<file path="src/rtl/core/ultrasonic_range_proximity_alarm_defines.svh">
// Assertion macros used by the proximity alarm top-level RTL.
`ifndef ULTRASONIC_RANGE_PROXIMITY_ALARM_DEFINES_SVH
`define ULTRASONIC_RANGE_PROXIMITY_ALARM_DEFINES_SVH

// Same-cycle implication, sampled on clock, disabled in reset.
`define URPA_ASSERT_IMPL(lbl, ante, cons, msg) \
   lbl: assert property (@(posedge clock) disable iff (reset) (ante) |-> (cons)) \
      else $error(msg);

// Next-cycle implication, sampled on clock, disabled in reset.
`define URPA_ASSERT_NEXT(lbl, ante, cons, msg) \
   lbl: assert property (@(posedge clock) disable iff (reset) (ante) |=> (cons)) \
      else $error(msg);

`endif

</file>
<file path="src/rtl/core/urpa_pkg.sv">
// Types and constants for the ultrasonic ranging proximity alarm.
package urpa_pkg;

   localparam int NUM_SENSORS = 4;
   localparam int TICK_W      = 16;
   localparam int DIST_W      = 21;
   localparam int OUT_W       = 20;
   localparam int CSR_IDX_W   = 2;

   localparam logic [TICK_W-1:0] TICK_WRAP     = 16'hFFFF;
   localparam logic [DIST_W-1:0] TICK_HMM      = 21'd17;
   localparam logic [DIST_W-1:0] RANGE_MAX_HMM = 21'd400000;
   localparam logic [DIST_W-1:0] NONE_NEAREST  = 21'h1FFFFF;
   localparam logic [OUT_W-1:0]  OUT_OF_RANGE  = 20'hFFFFF;

   localparam logic [DIST_W-1:0] DEAD_RESET  = 21'd10000;
   localparam logic [DIST_W-1:0] WARN_RESET  = 21'd20000;
   localparam logic [DIST_W-1:0] CLEAR_RESET = 21'd30000;

   typedef enum logic [CSR_IDX_W-1:0] {
      CSR_DEAD  = 2'd0,
      CSR_WARN  = 2'd1,
      CSR_CLEAR = 2'd2
   } csr_index_type;

   typedef struct packed {
      logic [TICK_W-1:0] start;
      logic [TICK_W-1:0] stop;
   } echo_type;

   typedef struct packed {
      logic [DIST_W-1:0] dead;
      logic [DIST_W-1:0] warn;
      logic [DIST_W-1:0] clear;
   } thr_type;

   typedef struct packed {
      logic [DIST_W-1:0] nearest;
      logic              warning;
      logic              dead;
   } alarm_type;

endpackage

</file>
<file path="src/rtl/core/ultrasonic_range_proximity_alarm.sv">
// A req beat passes through the input register, then the result register, to the rsp beat.
// Throughput: one round per cycle while rsp is not stalled; the result register holds per-sensor distance and flags.
// A stalled rsp beat holds the input register too, so req_stall rises only when both are full.
// Reset (synchronous): distances and flags clear to zero, thresholds load defaults,
// both stages empty. csr writes are always accepted.
`include "ultrasonic_range_proximity_alarm_defines.svh"

module ultrasonic_range_proximity_alarm
   import urpa_pkg::*;
(
   input  logic                    clock,
   input  logic                    reset,

   input  logic                    req_valid,
   output logic                    req_stall,
   input  logic [TICK_W-1:0]       req_start_0,
   input  logic [TICK_W-1:0]       req_end_0,
   input  logic [TICK_W-1:0]       req_start_1,
   input  logic [TICK_W-1:0]       req_end_1,
   input  logic [TICK_W-1:0]       req_start_2,
   input  logic [TICK_W-1:0]       req_end_2,
   input  logic [TICK_W-1:0]       req_start_3,
   input  logic [TICK_W-1:0]       req_end_3,
   input  logic [NUM_SENSORS-1:0]  req_capture_mask,

   output logic                    rsp_valid,
   input  logic                    rsp_stall,
   output logic signed [OUT_W-1:0] rsp_dist_0,
   output logic signed [OUT_W-1:0] rsp_dist_1,
   output logic signed [OUT_W-1:0] rsp_dist_2,
   output logic signed [OUT_W-1:0] rsp_dist_3,
   output logic [DIST_W-1:0]       rsp_nearest,
   output logic                    rsp_warning,
   output logic                    rsp_dead,

   input  logic                    csr_valid,
   output logic                    csr_ready,
   input  logic [CSR_IDX_W-1:0]    csr_index,
   input  logic [DIST_W-1:0]       csr_wdata
);

   thr_type                thr_ff;
   thr_type                thr_in;

   logic                   s1_vld_ff;
   logic                   s1_vld_in;
   echo_type               echo_ff [NUM_SENSORS];
   echo_type               echo_in [NUM_SENSORS];
   logic [NUM_SENSORS-1:0] mask_ff;

   logic                   rsp_vld_ff;
   logic                   rsp_vld_in;
   logic [OUT_W-1:0]       dist_ff [NUM_SENSORS];
   logic [OUT_W-1:0]       dist_in [NUM_SENSORS];
   logic [DIST_W-1:0]      nearest_ff;
   logic                   warning_ff;
   logic                   dead_ff;

   logic [DIST_W-1:0]      dist_raw   [NUM_SENSORS];
   logic [OUT_W-1:0]       dist_clamp [NUM_SENSORS];
   alarm_type              alarm;

   logic                   out_busy;
   logic                   s1_load;
   logic                   advance;

   // ---------------- configuration ----------------
   assign csr_ready = 1'b1;

   always_comb begin
      thr_in = thr_ff;
      if (csr_valid) begin
         unique case (csr_index)
            CSR_DEAD:  thr_in.dead  = csr_wdata;
            CSR_WARN:  thr_in.warn  = csr_wdata;
            CSR_CLEAR: thr_in.clear = csr_wdata;
            default:   thr_in = thr_ff;
         endcase
      end
   end

   always_ff @(posedge clock) begin
      if (reset) begin
         thr_ff.dead  <= DEAD_RESET;
         thr_ff.warn  <= WARN_RESET;
         thr_ff.clear <= CLEAR_RESET;
      end else begin
         thr_ff <= thr_in;
      end
   end

   // ---------------- handshake ----------------
   assign out_busy  = rsp_vld_ff && rsp_stall;
   assign req_stall = s1_vld_ff && out_busy;
   assign s1_load   = req_valid && !req_stall;
   assign advance   = s1_vld_ff && !out_busy;

   assign s1_vld_in  = s1_load ? 1'b1 : (advance ? 1'b0 : s1_vld_ff);
   assign rsp_vld_in = advance ? 1'b1 : out_busy;

   // ---------------- input register ----------------
   assign echo_in[0] = '{start: req_start_0, stop: req_end_0};
   assign echo_in[1] = '{start: req_start_1, stop: req_end_1};
   assign echo_in[2] = '{start: req_start_2, stop: req_end_2};
   assign echo_in[3] = '{start: req_start_3, stop: req_end_3};

   always_ff @(posedge clock) begin
      if (reset) begin
         s1_vld_ff <= 1'b0;
      end else begin
         s1_vld_ff <= s1_vld_in;
      end
   end

   always_ff @(posedge clock) begin
      if (s1_load) begin
         echo_ff <= echo_in;
         mask_ff <= req_capture_mask;
      end
   end

   // ---------------- datapath ----------------
   for (genvar g = 0; g < NUM_SENSORS; g++) begin : g_sensor
      urpa_sensor u_sensor (
         .echo       (echo_ff[g]),
         .dist_raw   (dist_raw[g]),
         .dist_clamp (dist_clamp[g])
      );
      assign dist_in[g] = mask_ff[g] ? dist_clamp[g] : dist_ff[g];
   end

   urpa_alarm u_alarm (
      .dist_raw     (dist_raw),
      .capture_mask (mask_ff),
      .thr          (thr_ff),
      .warning_cur  (warning_ff),
      .dead_cur     (dead_ff),
      .alarm        (alarm)
   );

   // ---------------- result register / sensor state ----------------
   always_ff @(posedge clock) begin
      if (reset) begin
         rsp_vld_ff <= 1'b0;
         warning_ff <= 1'b0;
         dead_ff    <= 1'b0;
         for (int i = 0; i < NUM_SENSORS; i++) begin
            dist_ff[i] <= '0;
         end
      end else begin
         rsp_vld_ff <= rsp_vld_in;
         if (advance) begin
            warning_ff <= alarm.warning;
            dead_ff    <= alarm.dead;
            dist_ff    <= dist_in;
         end
      end
   end

   always_ff @(posedge clock) begin
      if (advance) begin
         nearest_ff <= alarm.nearest;
      end
   end

   assign rsp_valid   = rsp_vld_ff;
   assign rsp_dist_0  = $signed(dist_ff[0]);
   assign rsp_dist_1  = $signed(dist_ff[1]);
   assign rsp_dist_2  = $signed(dist_ff[2]);
   assign rsp_dist_3  = $signed(dist_ff[3]);
   assign rsp_nearest = nearest_ff;
   assign rsp_warning = warning_ff;
   assign rsp_dead    = dead_ff;

   // ---------------- assertions ----------------
   `URPA_ASSERT_NEXT(a_advance_fills_rsp, advance, rsp_vld_ff, "round lost on way to result register")
   `URPA_ASSERT_NEXT(a_flags_hold, !advance, $stable(warning_ff) && $stable(dead_ff), "flags changed without a round")
   `URPA_ASSERT_IMPL(a_none_clears_flags, rsp_vld_ff && nearest_ff == NONE_NEAREST, !warning_ff && !dead_ff, "flags set with no nearest echo")
   `URPA_ASSERT_IMPL(a_stall_only_full, req_stall, s1_vld_ff && rsp_vld_ff, "req stalled with a free stage")

endmodule

</file>
<file path="src/rtl/core/urpa_sensor.sv">
// One sensor's echo width to distance conversion and range clamp.
module urpa_sensor
   import urpa_pkg::*;
(
   input  echo_type          echo,
   output logic [DIST_W-1:0] dist_raw,
   output logic [OUT_W-1:0]  dist_clamp
);

   logic [TICK_W-1:0] ticks;

   // wrapped capture: counter rolled over between echo start and echo stop (also taken when start equals stop)
   assign ticks = (echo.start < echo.stop) ? (echo.stop - echo.start)
                                           : (TICK_WRAP - echo.start + echo.stop);

   assign dist_raw   = DIST_W'(ticks) * TICK_HMM;
   assign dist_clamp = (dist_raw > RANGE_MAX_HMM) ? OUT_OF_RANGE : dist_raw[OUT_W-1:0];

endmodule

</file>
<file path="src/rtl/core/urpa_alarm.sv">
// Nearest-distance selection and hysteresis update of warning and dead flags.
module urpa_alarm
   import urpa_pkg::*;
(
   input  logic [DIST_W-1:0]      dist_raw [NUM_SENSORS],
   input  logic [NUM_SENSORS-1:0] capture_mask,
   input  thr_type                thr,
   input  logic                   warning_cur,
   input  logic                   dead_cur,
   output alarm_type              alarm
);

   logic [DIST_W-1:0]      cand [NUM_SENSORS];
   logic [NUM_SENSORS-1:0] hit;
   logic [DIST_W-1:0]      min_lo;
   logic [DIST_W-1:0]      min_hi;
   logic [DIST_W-1:0]      m;

   always_comb begin
      for (int i = 0; i < NUM_SENSORS; i++) begin
         hit[i]  = capture_mask[i] && (dist_raw[i] != '0);
         cand[i] = hit[i] ? dist_raw[i] : NONE_NEAREST;
      end
   end

   assign min_lo = (cand[1] < cand[0]) ? cand[1] : cand[0];
   assign min_hi = (cand[3] < cand[2]) ? cand[3] : cand[2];
   assign m      = (min_hi < min_lo) ? min_hi : min_lo;

   always_comb begin
      logic w;
      logic d;
      w = warning_cur;
      d = dead_cur;
      if (hit == '0) begin
         w = 1'b0;
         d = 1'b0;
      end else begin
         if (m < thr.warn) w = 1'b1;
         if (m < thr.dead) d = 1'b1;
         // rules apply in order; no check of threshold ordering
         if (m > thr.warn && m < thr.clear) begin
            d = 1'b0;
            w = 1'b1;
         end else if (m > thr.clear) begin
            d = 1'b0;
            w = 1'b0;
         end
      end
      alarm.nearest = m;
      alarm.warning = w;
      alarm.dead    = d;
   end

endmodule

</file>
<file path="config.mk">
export PLATFORM = sky130hd
export DESIGN_NAME = ultrasonic_range_proximity_alarm
export DESIGN_NICKNAME = d
export VERILOG_FILES = /design/src/rtl/core/urpa_pkg.sv /design/src/rtl/core/ultrasonic_range_proximity_alarm.sv /design/src/rtl/core/urpa_sensor.sv /design/src/rtl/core/urpa_alarm.sv
export VERILOG_INCLUDE_DIRS = /design/src /design/src/rtl/core
export SDC_FILE = /design/constraint.sdc
export NUM_CORES = 1
export LEC_CHECK = 0
export BUFFER_PORTS_ARGS = -buffer_cell sky130_fd_sc_hd__buf_2
export CAP_MARGIN = 30
export CORE_ASPECT_RATIO = 0.9
export CORE_MARGIN = 2
export CORE_UTILIZATION = 55
export DETAILED_ROUTE_END_ITERATION = 7
export HOLD_SLACK_MARGIN = 0.12
export PLACE_DENSITY = 0.81
export SYNTH_ARGS = -nofsm -noshare
export SYNTH_HDL_FRONTEND = slang
export SYNTH_HIERARCHICAL = 1
export SYNTH_SLANG_ARGS = --single-unit
export TNS_END_PERCENT = 50
</file>
<file path="constraint.sdc">
create_clock -name clock -period 12.6 [get_ports clock]
set_input_delay 0 -clock clock [delete_from_list [all_inputs] [get_ports clock]]
set_output_delay 0 -clock clock [all_outputs]
set_load 0.02 [all_outputs]
</file>
==> results of run 1 <==
## power breakdown
group | switching [mW] | internal (mW)
logic | 2.68 | 1.90
registers | 0.0498 | 1.14
clock network | 0.427 | 0.525
total | 3.15 | 3.57
## worst max-delay path: cells and delay by family, from the launching register on
family	cells	cell delay (ns)
flip-flops	1	0.48
XOR/XNOR	2	0.33
AO/OA/AOI/OAI	23	4.77
adder cells (fa/ha/maj)	6	1.55
AND/OR/NAND/NOR	16	3.08
multiplexers	3	0.64
buffers and inverters	12	1.82
## metal layers
metal	routed length (µm)	vias up
met1	32000	11368
met5	0	-
met3	5940	295
li1	-	11169
met2	38600	1249
met4	3390	0
## worst paths after layout
| kind | startpoint | endpoint | slack, ns | depth (start not counted) |
|---|---|---|---|---|
| setup / recovery | echo_ff[24] | rsp_dead | -0.14 | 62 |
| hold / removal | req_capture_mask[1] | mask_ff[1] | 0.13 | 2 |
| setup reg to reg | echo_ff[24] | rsp_dead | -0.14 | 62 |
| hold reg to reg | thr_ff[40] | thr_ff[40] | 0.46 | 2 |
## per-stage QoR
step	TNS (ns)	std cells	instance area, µm²
floorplan	0	2756	23900
global placement	0	3548	26000
detailed placement	-0.321	3551	26100
CTS	0	3893	29900
global route	-0.772	3932	30900
finish	-0.141	3932	30900
## logic make-up (layout without fill, tap and decap cells)
| kind of cell | count (synthesis) | after routing | share of synthesized area (%) |
|---|---|---|---|
| AOI/OAI and AO/OA | 743 | 743 | 19.8 |
| muxes | 55 | 55 | 2.38 |
| and+or+nand+nor | 902 | 902 | 20.6 |
| adders and majority gates | 297 | 297 | 16.0 |
| other | 1 | 5 | 0.0157 |
| xor gates and xnor gates | 86 | 86 | 3.28 |
| buffers and inverters | 372 | 989 | 6.39 |
| DFF | 300 | 300 | 31.6 |
## flip-flops by register name, indices dropped and copies added (netlist names)
register	cells
thr_ff	63
rsp_dist_3	20
rsp_nearest	21
rsp_dist_0	20
rsp_warning	1
echo_ff	128
rsp_valid	1
rsp_dist_1	20
rsp_dist_2	20
s1_vld_ff	1
mask_ff	4
rsp_dead	1
## what timing repair did
action | 4_1_cts | 5_1_grt
hold buffers | 274 | 0
setup buffers | 10 | 33
gates cloned | 0 | 1
resized for setup | 7 | 177
setup endpoints to repair | 2 | 2
pin swaps | 6 | 44
hold endpoints to repair | 197 | 0
## final cells by class
| class | instances | area [µm²] |
|---|---|---|
| Fill cell | 3112 | 12000 |
| Timing Repair Buffer | 668 | 5160 |
| Multi-Input combinational cell | 2084 | 15500 |
| Antenna cell | 4 | 10.0 |
| Sequential cell | 300 | 7540 |
| Tap cell | 555 | 694 |
| Inverter | 263 | 987 |
| Clock inverter | 13 | 131 |
| Clock buffer | 45 | 878 |
## placed cells by master, fill, tap and decap left out, types with 80 or more instances in the layout
master / netlist / layout
a21o_1: 81 / 81
a21oi_1: 237 / 218
buf_2: 25 / 264
buf_4: 10 / 119
dfxtp_1: 147 / 147
dlygate4sd3_1: 0 / 274
edfxtp_1: 153 / 153
ha_1: 284 / 245
inv_1: 255 / 255
nand2_1: 218 / 218
nand2b_1: 127 / 127
nand4b_1: 80 / 80
nor2_1: 155 / 142
o21ai_0: 202 / 178
==> run summary, run 1 <==
outcome: finished, violations left
failing checks: negative setup slack
Overflow after GRT: 0
CTS Buf Count: 31
Pleak: 13.4 nW
initial antenna violation count: 5
Initial Utilization: 55.6%
Chip Height: 202 µm
met1 GRT Util: 41.6%
CP peak stage delay: 0.48 ns
area leader, netlist: edfxtp_1
grt met2 use: 58.0%
Critical Path RT: 13.14 ns
Synth Instances: 2756
Seq/Total Area, Yosys: 31.6%
IO Pins: 266
Setup CP Type: reg2reg
layout cells sized above 1: 19.6%
Vias/cell: 6.12
Post-route DRC: 0
Final WS setup: -0.141 ns
post-synth top area share: 19.3%
worst-skew pair later-pin latency: 0.62 ns
Most Frequent Cell on Critical Path: buf_4
most common cell in the netlist: ha_1
#FFs+latches synth: 300
hold_ws: 0.127 ns
synthesized area per cell: 8.66 µm²
Post-Synthesis Cell Area: 0.0239 mm²
worst path arrival time: 13.28 ns
synth cell count leaders: 284 x ha_1, 255 x inv_1, 237 x a21oi_1, 218 x nand2_1, 202 x o21ai_0
met3 usage: 4.67%
Clock Skews: 0.0374 ns
Pwr Total: 6.72 mW
EDFF count, synth: 153
routed vias: 24081
slowest cell on the critical path: edfxtp_1
Max-slew headroom: 31.4%
Power Dens Cells: 218 mW/mm²
Async S/R FF share, synth: 0%
final wirelength: 79900 µm
final hold viol count: 0
Wirelength per Cell: 20.3 µm
H-Tree Depth: 1
# Max-Cap Violations: 0
# setup viols final: 1
GRT busiest layer: met2
Synth area leaders: edfxtp_1 19%, ha_1 15%, dfxtp_1 12%
dominant synthesized flop cell: edfxtp_1
Worst VDD drop: 0.000149 V
clock slew at reported path FFs: 0.07 ns
DP Wirelength: 52200 µm
IO Port Bufs: 264
Worst Path Max Fanout: 8
cell row count: 72
minimum clock period: 12.74 ns
die width: 224 µm
full die area: 0.0451 mm²
overall global routing resource usage: 33.2%
Peak Freq: 0.0785 GHz
CTS tree: yes
hold crit path type: in2reg
global-route wire length before repair: 122000 µm
vias in the first global route: 23736
Sink Count: 300
remaining antenna violation count: 0
Clock Tree Buf Depth: 3
routability cong.: 1.00
root buf cell: clkbuf_16
Yosys warnings: 6
Final Max Tran Viols: 0
pre-CTS worst setup slack: -0.317 ns
Layout area overhead: 29.5%
CP endpoint kind: flip-flop
largest net degree at the start of global routing: 132
Netlist cell types: 79
Mapped Nets: 3212
Final Cycle Share: 101%
nets@finish: 3804
First-pass DRT Iterations: 6
initial drt markers: 2465
CP startpoint kind: flip-flop
Final Util: 72.0%
Slew @ Worst Pin: 1.03 ns
core area: 0.0429 mm²
(Power assumes the default switching activity.)
==> run 2, diff against run 1 <==
Settings changed: CORE_UTILIZATION 55 to 38, PLACE_DENSITY 0.81 to 0.6.
==> run summary, run 2 (same netlist as run 1, synthesis figures left out) <==
slowest cell on the critical path: fa_1
switching share of power: 44.6% (-2.3 points)
full die area: 0.0648 mm² (+44%)
Clock Skews: 0.0180 ns (-0.0194 ns)
initial drt markers: 1332 (-46%)
n_diodes: 0 (-4)
Final Max Tran Viols: 0 (unchanged)
hold crit path type: in2reg
global-route wire length before repair: 118000 µm (-3.8%)
final hold viol count: 0 (unchanged)
worst path arrival time: 12.46 ns (-0.82 ns)
Critical Path RT: 13.08 ns (-0.06 ns)
Worst R2R Setup Slack: 0.62 ns (+0.76 ns)
CP startpoint kind: flip-flop
CTS Buf Count: 36 (+16%)
hold_ws: 0.152 ns (+0.0252 ns)
# setup viols final: 0 (-1)
layout cells sized above 1: 21.0% (+1.4 points)
minimum clock period: 11.98 ns (-0.763 ns)
register area: 0.00754 mm² (unchanged)
core area: 0.0624 mm² (+45%)
Power Dens Cells: 226 mW/mm² (+3.8%)
met3 usage: 3.02% (-1.6 points)
design area: 0.0313 mm² (+1.3%)
Internal Pwr Total: 3.92 mW (+9.7%)
# fillers: 5867 (+89%)
Initial Utilization: 38.2% (-17 points)
routability cong.: 0.953 (-4.9%)
root buf cell: clkbuf_16
Chip Height: 242 µm (+20%)
remaining antenna violation count: 0 (unchanged)
placed cells: 3891 (+9.6%)
Most Frequent Cell on Critical Path: ha_1
die width: 268 µm (+20%)
Sequential Power Share: 16.8% (-1.0 points)
Slew @ Worst Pin: 1.01 ns (-0.0215 ns)
Vias/cell: 5.35 (-13%)
final wirelength: 75600 µm (-5.5%)
number of flip-flops in the largest register: 128 (unchanged)
clock slew at reported path FFs: 0.06 ns (about the same)
Sink Count: 300 (unchanged)
CTS tree: yes
Layout area overhead: 31.1%
post-route insts no fill: 4228 (+7.5%)
IO Pins: 266 (unchanged)
worst-skew pair later-pin latency: 0.56 ns (-0.06 ns)
IO Port Bufs: 264 (unchanged)
largest net degree at the start of global routing: 137 (+3.8%)
Pleak: 13.6 nW (+0.89%)
area of the multi-input gates: 0.0154 mm² (-0.55%)
Worst Hold End: mask_ff[2]
Wirelength per Cell: 17.9 µm (-12%)
met1 GRT Util: 29.6% (-12 points)
cell row count: 87 (+21%)
pre-CTS worst setup slack: -0.394 ns (-0.0778 ns)
Top reg by flops: echo_ff
H-Tree Depth: 2 (+1)
outcome: completed
vias in the first global route: 22379 (-5.7%)
Gate power share: 67.1% (-1.0 points)
Overflow after GRT: 0 (unchanged)
most common cell after layout, fill and taps aside: buf_2
Placed Area: 0.0268 mm² (+2.8%)
First-pass DRT Iterations: 8 (+2)
# Max-Cap Violations: 0 (unchanged)
Final WS setup: 0.622 ns (+0.763 ns)
HP Start: req_capture_mask[2]
Reg2Reg Depth: 60 (-3.2%)
clock power share: 16.0% (+1.8 points)
Setup CP Type: reg2reg
Clock Tree Buf Depth: 3 (unchanged)
Worst Path Max Fanout: 8 (unchanged)
Peak Freq: 0.0835 GHz (+6.4%)
initial antenna violation count: 0 (-5)
Worst R2R Start: echo_ff[20]
CP endpoint kind: flip-flop
overall global routing resource usage: 22.5% (-11 points)
grt met2 use: 38.3% (-20 points)
Worst VDD drop: 0.000115 V (-23%)
Hold Path Depth: 2 (unchanged)
switching power: 3.15 mW (-0.11%)
nets@finish: 3812 (+0.21%)
DP Wirelength: 56500 µm (+8.2%)
Max-slew headroom: 32.6% (+1.2 points)
most frequent cells in the layout: 265 x buf_2, 255 x inv_1, 248 x ha_1, 226 x dlygate4sd3_1, 221 x a21oi_1
Reg-to-Reg End: rsp_dead
routed vias: 22610 (-6.1%)
CP peak stage delay: 0.41 ns (-0.07 ns)
Final Cycle Share: 95.1% (-6.1 points)
GRT busiest layer: met2
Post-route DRC: 0 (unchanged)
run 2: critical path: cells and delay by family, from the launching register on:
kind            cells  cell delay [ns]
mux                 3             0.64
xor+xnor            2             0.35
flops               1             0.36
buf+inv             7             0.84
compound gates     22             4.68
simple gates       19             3.02
fa+ha+maj           7             1.97
run 2: power by group through the flow:
stage | registers [mW] | logic (mW) | clock network [mW]
after detailed placement | 1.21 | 4.37 | 0
after CTS | 1.19 | 4.45 | 1.17
after global routing | 1.20 | 5.24 | 1.20
after floorplan | 1.27 | 2.75 | 0
after global placement | 1.21 | 4.33 | 0
final | 1.19 | 4.74 | 1.13
run 2: final cells by class:
| type | count | area share (%) |
|---|---|---|
| tap | 845 | 3.38 |
| multi-input combinational | 2085 | 49.2 |
| sequential | 300 | 24.1 |
| timing repair buffer | 670 | 16.1 |
| inverter | 263 | 3.16 |
| clock inverter | 19 | 0.892 |
| clock buffer | 46 | 3.17 |
run 2: what timing repair did:
| item | in CTS | in global routing |
|---|---|---|
| endpoints found under the setup margin | 2 | 2 |
| cloned | 0 | 3 |
| resized for setup | 5 | 157 |
| hold buffers | 226 | 0 |
| hold endpoints to repair | 228 | 0 |
| setup buffers | 8 | 35 |
| pin swaps | 4 | 48 |
run 2: layer usage:
layer,up-vias,routed length [µm]
li1,11176,-
met1,10778,34000
met2,550,36100
met3,106,3640
met4,0,1900
met5,-,0
run 2: stage by stage:
stage / TNS (ns) / util, % / power (mW)
floorplan: 0 / - / 4.02
global placement: -0.701 / 42.9 / 5.53
detailed placement: -0.695 / 43.0 / 5.58
CTS: 0 / 48.8 / 6.81
global route: -0.120 / 50.1 / 7.64
finish: 0 / 50.1 / 7.07
run 2: worst max path at each step:
stage | start | endpoint
detailed placement | echo_ff[43] | rsp_dead
global route | echo_ff[11] | rsp_dead
global placement | echo_ff[42] | rsp_dead
CTS | echo_ff[43] | rsp_dead
floorplan | echo_ff[38] | rsp_dead
finish | echo_ff[20] | rsp_dead
